===== src/hdl/sha_pkg.sv =====
`timescale 1ns / 1ps
`default_nettype none
// ---------------------------------------------------------------------------
// SHA-256 package
// Shared types, constants and round functions of the stream hasher.
// ---------------------------------------------------------------------------
package sha_pkg;

  localparam int unsigned QueueDepth = 4;
  localparam int unsigned QueuePtrW  = 2;

  typedef enum logic {
    ACT_ABSORB   = 1'b0,
    ACT_FINALIZE = 1'b1
  } action_e;

  // One classified word handed from the front end to the core.
  typedef struct packed {
    logic       finalize;
    logic [7:0] data;
  } cmd_t;

  localparam logic [31:0] H_INIT [8] = '{
    32'h6a09e667, 32'hbb67ae85, 32'h3c6ef372, 32'ha54ff53a,
    32'h510e527f, 32'h9b05688c, 32'h1f83d9ab, 32'h5be0cd19
  };

  localparam logic [31:0] ROUND_K [64] = '{
    32'h428a2f98, 32'h71374491, 32'hb5c0fbcf, 32'he9b5dba5,
    32'h3956c25b, 32'h59f111f1, 32'h923f82a4, 32'hab1c5ed5,
    32'hd807aa98, 32'h12835b01, 32'h243185be, 32'h550c7dc3,
    32'h72be5d74, 32'h80deb1fe, 32'h9bdc06a7, 32'hc19bf174,
    32'he49b69c1, 32'hefbe4786, 32'h0fc19dc6, 32'h240ca1cc,
    32'h2de92c6f, 32'h4a7484aa, 32'h5cb0a9dc, 32'h76f988da,
    32'h983e5152, 32'ha831c66d, 32'hb00327c8, 32'hbf597fc7,
    32'hc6e00bf3, 32'hd5a79147, 32'h06ca6351, 32'h14292967,
    32'h27b70a85, 32'h2e1b2138, 32'h4d2c6dfc, 32'h53380d13,
    32'h650a7354, 32'h766a0abb, 32'h81c2c92e, 32'h92722c85,
    32'ha2bfe8a1, 32'ha81a664b, 32'hc24b8b70, 32'hc76c51a3,
    32'hd192e819, 32'hd6990624, 32'hf40e3585, 32'h106aa070,
    32'h19a4c116, 32'h1e376c08, 32'h2748774c, 32'h34b0bcb5,
    32'h391c0cb3, 32'h4ed8aa4a, 32'h5b9cca4f, 32'h682e6ff3,
    32'h748f82ee, 32'h78a5636f, 32'h84c87814, 32'h8cc70208,
    32'h90befffa, 32'ha4506ceb, 32'hbef9a3f7, 32'hc67178f2
  };

  localparam logic [7:0]  PAD_BYTE    = 8'h80;
  localparam logic [5:0]  LEN_OFFSET  = 6'd56;
  localparam logic [63:0] BLOCK_BITS  = 64'd512;

  function automatic logic [31:0] rotr(input logic [31:0] x, input int unsigned n);
    rotr = (x >> n) | (x << (32 - n));
  endfunction

  function automatic logic [31:0] ssig0(input logic [31:0] x);
    ssig0 = rotr(x, 7) ^ rotr(x, 18) ^ (x >> 3);
  endfunction

  function automatic logic [31:0] ssig1(input logic [31:0] x);
    ssig1 = rotr(x, 17) ^ rotr(x, 19) ^ (x >> 10);
  endfunction

  function automatic logic [31:0] bsig0(input logic [31:0] x);
    bsig0 = rotr(x, 2) ^ rotr(x, 13) ^ rotr(x, 22);
  endfunction

  function automatic logic [31:0] bsig1(input logic [31:0] x);
    bsig1 = rotr(x, 6) ^ rotr(x, 11) ^ rotr(x, 25);
  endfunction

endpackage
`default_nettype wire


===== src/hdl/sha_cmd_queue.sv =====
`timescale 1ns / 1ps
`default_nettype none
// ---------------------------------------------------------------------------
// SHA command queue
// Front end: takes input words, classifies them and buffers them.
// ---------------------------------------------------------------------------
module sha_cmd_queue (
  input  wire logic          clk_i,
  input  wire logic          rst_ni,
  input  wire logic          valid_i,
  output logic               stall_o,
  input  wire logic          action_i,
  input  wire logic [7:0]    data_byte_i,
  output logic               cmd_valid_o,
  input  wire logic          cmd_pop_i,
  output sha_pkg::cmd_t      cmd_o
);
  import sha_pkg::*;

  cmd_t                 mem_q [QueueDepth];
  logic [QueuePtrW-1:0] wr_q, rd_q;
  logic [QueuePtrW:0]   cnt_q;
  logic                 push, pop;

  assign stall_o     = (cnt_q == (QueuePtrW+1)'(QueueDepth)) ? 1'b1 : 1'b0;
  assign push        = valid_i && !stall_o;
  assign cmd_valid_o = (cnt_q != '0);
  assign pop         = cmd_pop_i && cmd_valid_o;
  assign cmd_o       = mem_q[rd_q];

  always_ff @(posedge clk_i) begin
    if (push) begin
      mem_q[wr_q].finalize <= (action_e'(action_i) == ACT_FINALIZE);
      mem_q[wr_q].data     <= data_byte_i;
    end
  end

  always_ff @(posedge clk_i or negedge rst_ni) begin
    if (!rst_ni) begin
      wr_q  <= '0;
      rd_q  <= '0;
      cnt_q <= '0;
    end else begin
      if (push) wr_q <= wr_q + 1'b1;
      if (pop)  rd_q <= rd_q + 1'b1;
      cnt_q <= cnt_q + (QueuePtrW+1)'(push) - (QueuePtrW+1)'(pop);
    end
  end

endmodule
`default_nettype wire


===== src/hdl/sha_core.sv =====
`timescale 1ns / 1ps
`default_nettype none
// ---------------------------------------------------------------------------
// SHA core
// Back end: block store, padding, one round per cycle, digest output.
// ---------------------------------------------------------------------------
module sha_core (
  input  wire logic          clk_i,
  input  wire logic          rst_ni,
  input  wire logic          cmd_valid_i,
  output logic               cmd_pop_o,
  input  wire sha_pkg::cmd_t cmd_i,
  output logic               valid_o,
  input  wire logic          stall_i,
  output logic [31:0]        digest_word_o,
  output logic [2:0]         word_index_o,
  output logic               last_word_o
);
  import sha_pkg::*;

  typedef enum logic [2:0] {
    ST_IDLE, ST_PAD, ST_ROUND, ST_FOLD, ST_EMIT
  } state_e;

  state_e       state_q;
  logic [31:0]  blk_q [16];  // block store, big-endian words
  logic [5:0]   fill_q;
  logic [63:0]  bits_q;
  logic [63:0]  total_q;
  logic         fin_q;       // finalize in progress
  logic         len_blk_q;   // block being padded is the one carrying length
  logic [5:0]   pos_q;
  logic [31:0]  h_q [8];
  logic [31:0]  v_q [8];
  logic [31:0]  w_q [16];
  logic [5:0]   rnd_q;
  logic [2:0]   out_idx_q;

  logic [31:0]  w_cur, w_new, t1, t2;

  // Replace one byte lane of a store word; lane 0 is the most significant.
  function automatic logic [31:0] put_byte(input logic [31:0] w, input logic [1:0] lane,
                                           input logic [7:0] b);
    logic [31:0] r;
    r = w;
    case (lane)
      2'd0:    r[31:24] = b;
      2'd1:    r[23:16] = b;
      2'd2:    r[15:8]  = b;
      default: r[7:0]   = b;
    endcase
    return r;
  endfunction

  assign cmd_pop_o = (state_q == ST_IDLE) && cmd_valid_i;

  // Message schedule: sliding 16-word window, w_q[0] is w[i].
  assign w_new = ssig1(w_q[14]) + w_q[9] + ssig0(w_q[1]) + w_q[0];
  assign w_cur = w_q[0];
  assign t1 = v_q[7] + bsig1(v_q[4]) + ((v_q[4] & v_q[5]) ^ (~v_q[4] & v_q[6]))
            + ROUND_K[rnd_q] + w_cur;
  assign t2 = bsig0(v_q[0]) + ((v_q[0] & v_q[1]) ^ (v_q[0] & v_q[2]) ^ (v_q[1] & v_q[2]));

  assign valid_o       = (state_q == ST_EMIT);
  assign digest_word_o = h_q[out_idx_q];
  assign word_index_o  = out_idx_q;
  assign last_word_o   = (out_idx_q == 3'd7);

  always_ff @(posedge clk_i or negedge rst_ni) begin
    if (!rst_ni) begin
      state_q   <= ST_IDLE;
      fill_q    <= '0;
      bits_q    <= '0;
      fin_q     <= 1'b0;
      len_blk_q <= 1'b0;
      rnd_q     <= '0;
      out_idx_q <= '0;
      pos_q     <= '0;
      total_q   <= '0;
      for (int i = 0; i < 8; i++) h_q[i] <= H_INIT[i];
    end else begin
      case (state_q)
        ST_IDLE: begin
          if (cmd_valid_i) begin
            if (!cmd_i.finalize) begin
              blk_q[fill_q[5:2]] <= put_byte(blk_q[fill_q[5:2]], fill_q[1:0], cmd_i.data);
              fill_q             <= fill_q + 1'b1;
              if (fill_q == 6'd63) begin
                bits_q  <= bits_q + BLOCK_BITS;
                fin_q   <= 1'b0;
                state_q <= ST_ROUND;
                rnd_q   <= '0;
                for (int i = 0; i < 8; i++) v_q[i] <= h_q[i];
                for (int j = 0; j < 15; j++) w_q[j] <= blk_q[j];
                w_q[15] <= {blk_q[15][31:8], cmd_i.data};
              end
            end else begin
              total_q            <= bits_q + {55'd0, fill_q, 3'd0};
              blk_q[fill_q[5:2]] <= put_byte(blk_q[fill_q[5:2]], fill_q[1:0], PAD_BYTE);
              pos_q              <= fill_q + 1'b1;
              len_blk_q          <= (fill_q < 6'd56);
              fin_q              <= 1'b1;
              state_q            <= ST_PAD;
            end
          end
        end
        // One zero byte per cycle up to the end of the block (or the length field).
        ST_PAD: begin
          if ((pos_q == '0 && !len_blk_q) || (len_blk_q && pos_q >= LEN_OFFSET)) begin
            // block complete: load the window; in the length block the length goes straight into words 14/15
            rnd_q <= '0;
            for (int i = 0; i < 8; i++) v_q[i] <= h_q[i];
            for (int j = 0; j < 14; j++) w_q[j] <= blk_q[j];
            if (len_blk_q) begin
              w_q[14] <= total_q[63:32];
              w_q[15] <= total_q[31:0];
            end else begin
              w_q[14] <= blk_q[14];
              w_q[15] <= blk_q[15];
            end
            state_q <= ST_ROUND;
          end else begin
            blk_q[pos_q[5:2]] <= put_byte(blk_q[pos_q[5:2]], pos_q[1:0], 8'h00);
            pos_q             <= pos_q + 1'b1;
          end
        end
        ST_ROUND: begin
          v_q[7] <= v_q[6]; v_q[6] <= v_q[5]; v_q[5] <= v_q[4]; v_q[4] <= v_q[3] + t1;
          v_q[3] <= v_q[2]; v_q[2] <= v_q[1]; v_q[1] <= v_q[0]; v_q[0] <= t1 + t2;
          for (int j = 0; j < 15; j++) w_q[j] <= w_q[j+1];
          w_q[15] <= w_new;
          rnd_q   <= rnd_q + 1'b1;
          if (rnd_q == 6'd63) state_q <= ST_FOLD;
        end
        ST_FOLD: begin
          for (int i = 0; i < 8; i++) h_q[i] <= h_q[i] + v_q[i];
          if (!fin_q) begin
            fill_q  <= '0;
            state_q <= ST_IDLE;
          end else if (!len_blk_q) begin
            len_blk_q <= 1'b1;
            pos_q     <= '0;
            state_q   <= ST_PAD;
          end else begin
            out_idx_q <= '0;
            state_q   <= ST_EMIT;
          end
        end
        ST_EMIT: begin
          if (!stall_i) begin
            out_idx_q <= out_idx_q + 1'b1;
            if (out_idx_q == 3'd7) begin
              for (int i = 0; i < 8; i++) h_q[i] <= H_INIT[i];
              fill_q  <= '0;
              bits_q  <= '0;
              fin_q   <= 1'b0;
              state_q <= ST_IDLE;
            end
          end
        end
        default: state_q <= ST_IDLE;
      endcase
    end
  end

endmodule
`default_nettype wire


===== src/hdl/sha256_stream_hasher.sv =====
`timescale 1ns / 1ps
`default_nettype none
// ---------------------------------------------------------------------------
// SHA-256 stream hasher
// Streaming SHA-256: one message byte per input word, digest out as words.
// ---------------------------------------------------------------------------
// Usage:
//   Input channel (valid_i / stall_o): action_i = 0 absorbs data_byte_i,
//   action_i = 1 pads the message and starts digest output.
//   Output channel (valid_o / stall_i): eight 32-bit digest words, most
//   significant first, word_index_o 0..7, last_word_o on word 7.
//   A four-entry queue decouples input acceptance from the core.
// Timing:
//   The core takes a byte from the queue whenever it is idle; every 64th
//   byte adds a 64-round compression at one round per cycle plus a fold
//   step. Finalize costs padding (one zero byte per cycle) plus one or
//   two compressions, then the digest words go out in turn.
// Reset puts the initial hash values in place and empties the queue.
// A stalled receiver holds the current digest word; the queue keeps
// taking input until it is full. After the last word the core restarts.
// ---------------------------------------------------------------------------
module sha256_stream_hasher (
  input  wire logic        clk_i,
  input  wire logic        rst_ni,
  input  wire logic        valid_i,
  output logic             stall_o,
  input  wire logic        action_i,
  input  wire logic [7:0]  data_byte_i,
  output logic             valid_o,
  input  wire logic        stall_i,
  output logic [31:0]      digest_word_o,
  output logic [2:0]       word_index_o,
  output logic             last_word_o
);
  import sha_pkg::*;

  cmd_t cmd;
  logic cmd_valid, cmd_pop;

  sha_cmd_queue u_queue (
    .clk_i, .rst_ni, .valid_i, .stall_o, .action_i, .data_byte_i,
    .cmd_valid_o(cmd_valid), .cmd_pop_i(cmd_pop), .cmd_o(cmd)
  );

  sha_core u_core (
    .clk_i, .rst_ni, .cmd_valid_i(cmd_valid), .cmd_pop_o(cmd_pop), .cmd_i(cmd),
    .valid_o, .stall_i, .digest_word_o, .word_index_o, .last_word_o
  );

  // Word index steps by one per delivered word.
  a_idx_step: assert property (@(posedge clk_i) disable iff (!rst_ni)
    (valid_o && !stall_i && !last_word_o) |=> (valid_o && word_index_o == $past(word_index_o) + 3'd1))
    else $error("digest word index skipped");

  // Last flag only on the eighth word.
  a_last: assert property (@(posedge clk_i) disable iff (!rst_ni)
    valid_o |-> (last_word_o == (word_index_o == 3'd7)))
    else $error("last_word misplaced");

  // A stalled digest word holds.
  a_hold: assert property (@(posedge clk_i) disable iff (!rst_ni)
    (valid_o && stall_i) |=> (valid_o && $stable(digest_word_o)))
    else $error("digest word changed under stall");

endmodule
`default_nettype wire


===== config.mk =====
export PLATFORM = sky130hd
export DESIGN_NAME = sha256_stream_hasher
export DESIGN_NICKNAME = d
export VERILOG_FILES = /design/src/hdl/sha_pkg.sv /design/src/hdl/sha_cmd_queue.sv /design/src/hdl/sha_core.sv /design/src/hdl/sha256_stream_hasher.sv
export SDC_FILE = /design/constraint.sdc
export NUM_CORES = 2
export LEC_CHECK = 0
export BUFFER_PORTS_ARGS = -buffer_cell sky130_fd_sc_hd__buf_2
export CORE_MARGIN = 10
export CORE_UTILIZATION = 48
export DETAILED_ROUTE_END_ITERATION = 10
export SETUP_SLACK_MARGIN = 0.3
export SLEW_MARGIN = 20
export SYNTH_ARGS = -nofsm -noshare
export SYNTH_HDL_FRONTEND = slang
export SYNTH_HIERARCHICAL = 1
export SYNTH_SLANG_ARGS = --single-unit

===== constraint.sdc =====
create_clock -name clk_i -period 16.6 [get_ports clk_i]
set_input_delay 0.83 -clock clk_i [delete_from_list [all_inputs] [get_ports clk_i]]
set_output_delay 0.83 -clock clk_i [all_outputs]
set_load 0.01 [all_outputs]

* After elaboration in Yosys (flattened, before gate mapping) *
Memories as Yosys holds them, arrays and structs flattened.
Index checks and enable logic that the tools add are counted.

word-level totals
  bits in read-only memories = 2048
  memories = 5
  RAM bits = 1316
  flip-flop bits (word level) = 417

memories
  memory            words  bits a word  read ports  clocked after memory_dff  write ports  RTL line             text
  (name not given)  64     32           1           0                         0            sha_core.sv:61       + ROUND_K[rnd_q] + w_cur;
  u_core.blk_q      16     32           16          0                         1            sha_core.sv:26       logic [31:0] blk_q [16];
  u_core.w_q        16     32           16          0                         16           sha_core.sv:35       logic [31:0] w_q [16];
  u_core.v_q        8      32           8           0                         8            sha_core.sv:34       logic [31:0] v_q [8];
  u_queue.mem_q     4      9            1           0                         1            sha_cmd_queue.sv:20  cmd_t mem_q [QueueDepth];

cells by class
  bitwise logic cells = 83
  equal/unequal tests = 38
  muxes and demuxes = 188
  order comparisons = 4
  $add $sub $neg = 28
  reductions and logical operators = 52

operators with widths
  operator                                                          number
  32-bit 2-to-1 mux                                                 55
  32-bit adder                                                      18
  256-bit 2-to-1 mux                                                2
  256-bit case mux with 2 select lines                              1
  8-bit 2-to-1 mux                                                  48
  64-bit 2-to-1 mux                                                 5
  32-bit XOR                                                        9
  32-bit AND                                                        5
  64-bit case mux with 2 select lines                               1
  32-bit binary-select mux with 3-bit select                        1
  6-bit 2-to-1 mux                                                  14
  64-bit by 10-bit adder with 64-bit output, second input constant  1
  64-bit by 9-bit adder with 64-bit output                          1
  1-bit bitwise OR                                                  54
  6-bit case mux with 3 select lines                                3
  1-bit 2-to-1 mux                                                  40
  3-bit 2-to-1 mux                                                  12
  4-bit inequality test, second input constant                      8
  32-bit NOT                                                        1
  10-bit by 32-bit bitwise OR with 32-bit output                    1
  13-bit by 32-bit bitwise OR with 32-bit output                    1
  14-bit by 32-bit bitwise OR with 32-bit output                    1
  15-bit by 32-bit bitwise OR with 32-bit output                    1
  19-bit by 32-bit bitwise OR with 32-bit output                    1
  other kinds (47)                                                  109

* Depth between registers and ports, before layout *
  depth after elaboration = 10
  mapped depth = 42
  gate-level depth less buffers = 40

* Cells and area by module *
Netlist, hierarchy kept.

modules (own cells, without submodules)
  module         instances  area an instance (sq um)  cells an instance  sequential area each (sq um)
  sha_core       1          93996.4                   9043               48566.6
  sha_cmd_queue  1          1767.9                    87                 1256.2

* Worst setup path after synthesis *
OpenSTA, ideal clock, no wires.

  kind = register to register
  from = reg u_queue.cnt_q[1]
  to = mem u_core.v_q[0][0], enable pin
  path slack = 5.368 ns
  data arrival time = 10.452 ns
  data required time = 15.820 ns
  cell stages (with the launch flop) = 8
  buffers on the path = 2
  cells stage by stage = dfrtp_1 > or3_1 > nor4b_1 > and2_1 > and3_1 > clkbuf_1 > clkbuf_1 > a21o_1

RTL lines
  item                      RTL line             text
  start: declaration        sha_cmd_queue.sv:22  logic [QueuePtrW:0] cnt_q;
  start signal: assignment  sha_cmd_queue.sv:46  cnt_q <= cnt_q + (QueuePtrW+1)'(push) - (QueuePtrW+1)'(pop);
  end: declaration          sha_core.sv:34

==> reports/results.ini <==
[status]
status=finished, final reports clean

[global_routing]
grt_pass1_wl_mm=458
grt-ovfl-total=0
grt_use_total_pct=27.9
grt_pass1_vias=68479
grt_start_max_net_pins=189
antenna_found_initial=7

[logic_synthesis]
synth_nets=9749
yosysUniqueCellTypes=89
synth_area_leader_cell=edfxtp_1
postSynthAreaPerCell_um2=10.5
async_reset_ff_share_pct=23.5
yosys_warnings=6
yosysSeqAreaShare_pct=52.0
synth_fa_ha_area_share_pct=9.50
yosys-top-cells-count=2,396 x nand2_1, 1,316 x edfxtp_1, 514 x o21ai_0
synth_top_family_by_area=simple AND/OR/NAND/NOR gates
muxShareOfSynthArea_pct=3.49
synth_simple_gate_area_share_pct=15.0
syn-cell-area_um2=95800
synth_area_leaders=edfxtp_1 41%, nand2_1 9.4%, dfrtp_1 7.0%
synth_compound_area_share_pct=11.3
yosysMostFrequentCell=nand2_1
synth_top_cell_area_share_pct=41.3
synth_cells=9130
synth_edf_count=1316
synth-xor-area-share_pct=5.65
synth_seq_cells=1721
synth_top_flop_cell=edfxtp_1

[setup_path]
r2r_cells=39
cp.buffers_inverters=6
path_max_fanout=14
crit_family=compound AO/OA/AOI/OAI gates
critPathRequiredTime_ps=17200
critPathArrivalTime_ps=12010
critPathKind=reg -> reg
cp_slowest_cell=ha_1
cp-start-kind=flip-flop
cp_slowest_stage_delay_ps=730
crit_path_end_kind=flip-flop
critical_path_depth=39

[cts]
cts_resized=0
cts_buffers=187
post_cts_buffers=0
cts.sinks=1721
cts_htree_levels=4
clock-root-buffer=clkbuf_16
worstSkewPairLatency_ps=860
tritoncts=built
path_clk_slew_ps=60
ctsLongestPathBuffers=3

[detailed_routing]
drc=0
drt_iter0_drc=6446
drt_wl_total_mm=311
vias=69724
avgRoutedWirePerCell_um=26.2
firstDrtPassIters=5
avgViaCountPerCell=5.87
ant_nets=0

[finish]
fillCellCount=17349
drive_above_1_share_pct=8.72
ff_latch_area_um2=49800
nets=9670
design_area_um2=105000
multiInputGateArea_um2=43200
areaGrowthSynthToFinish_pct=9.56
finalCoreUtilization_pct=53.0

[timing]
clock_skew_ps=57.8
fin_crit_ps=11410
drv_slew=0
post-route-period-util_pct=68.7
tns_ps=0
finalHoldViolCount=0
max_slew_margin_pct=21.6
rsz0062_at_grt=no
max_freq_mhz=87.6
setup_viol=0
tightest_slew_ps=1180

[floorplanning]
ioPinCount=51
rows=163
fp.dieH_um=467
core_area_um2=198000
die_w_um=467
initial_core_util_pct=48.4
die_area_um2=218000

[placement]
place_area_um2=98700
gp_congestion=0.955
port_buffers=50
hpwl_mm=223

[run]
drv_cap=0

[hold_path]
min_path_type=in -> reg
hold_path_depth=1

[area by class of cell]
type,instances,share of cell area (%)
flip-flops and latches,1721,47.5
clock buffers,262,4.88
inverters,332,1.19
multi-input cells,6658,41.2
diodes,18,0.0429
repair buffers,151,1.07
well taps,2640,3.15
clock inverters,88,0.997
[worst register-to-register path: cells and delay by family, from the launching register on]
kind | cells | cell delay, ps
compound gates | 17 | 4950
fa+ha+maj | 7 | 2890
simple gates | 6 | 1170
buf+inv | 6 | 860
flops | 1 | 670
xor+xnor | 2 | 380
mux | 1 | 260
[what timing repair did]
item / CTS / global route
hold endpoints to repair: 6 / 0
hold buffers: 1 / 0
setup endpoints to repair: 0 / 0
[routing by layer]
layer | track usage [%] | vias to the layer above | wire length, um
met2 | 46.8 | 2335 | 151000
met1 | 36.0 | 34948 | 127000
met3 | 3.45 | 605 | 16400
met4 | 13.5 | 0 | 17400
li1 | - | 31836 | -
met5 | 0 | - | 0
[metrics by stage]
step	setup slack [ps]	std cells	hold WS, ps
after floorplan	5370	9130	450
after global placement	5300	11500	477
after detailed placement	5290	11500	481
after CTS	5240	11851	137
after global routing	4500	11867	164
final	5190	11870	195
[state kept, by name, summed over array words and instances, names as in the netlist, 6 cells and up]
signal          flops
u_core/rnd_q        6
u_core/h_q        256
u_core/v_q        256
u_core/fill_q       6
u_core/blk_q      512
u_queue/mem_q      36
u_core/total_q     61
u_core/bits_q      55
u_core/pos_q        6
u_core/w_q        512
[cell usage in the layout (no fill, tap or decap), types with 115 or more instances in the layout]
cell type and n:
a21oi_1 458, mux2_2 115, xnor2_1 379, dfstp_2 136, fa_1 196, nand3_1 156
a21o_1 209, dfrtp_1 264, nand2_1 2391, edfxtp_1 1316, o21ai_0 512, xor2_1 234
ha_1 410, inv_1 331, clkbuf_16 188, nor2_1 432
[final timing paths]
| check | slack (ps) | to | startpoint |
|---|---|---|---|
| setup / recovery | 5190 | u_core/v_q[0][31]$_DFFE_PP_ | u_core/rnd_q[1]$_DFFE_PN0P_ |
| hold / removal | 190 | u_queue/mem_q[3][1]$_DFFE_PP_ | data_byte_i[1] |
| setup reg to reg | 5190 | u_core/v_q[0][31]$_DFFE_PP_ | u_core/rnd_q[1]$_DFFE_PN0P_ |
| hold reg to reg | 490 | u_core/total_q[54]$_DFFE_PN0P_ | u_core/total_q[54]$_DFFE_PN0P_ |
| max in group asynchronous | 14300 | u_core/h_q[64]$_DFFE_PN0P_ | rst_ni |
| min in group asynchronous | 490 | u_core/h_q[206]$_DFFE_PN0P_ | rst_ni |
[cells by family (layout without fill, tap and decap cells)]
kind of cell             Yosys count  in the layout
flip-flops                      1721           1721
other                              0             18
buffers and inverters            751            833
XOR/XNOR                         615            615
AO/OA/AOI/OAI                   1743           1743
adder cells (fa/ha/maj)          610            610
multiplexers                     220            220
AND/OR/NAND/NOR                 3470           3470
Power is left out: the tool's default activity adds up to more than one toggle a clock period on the data nets, which glitch-free logic cannot reach.
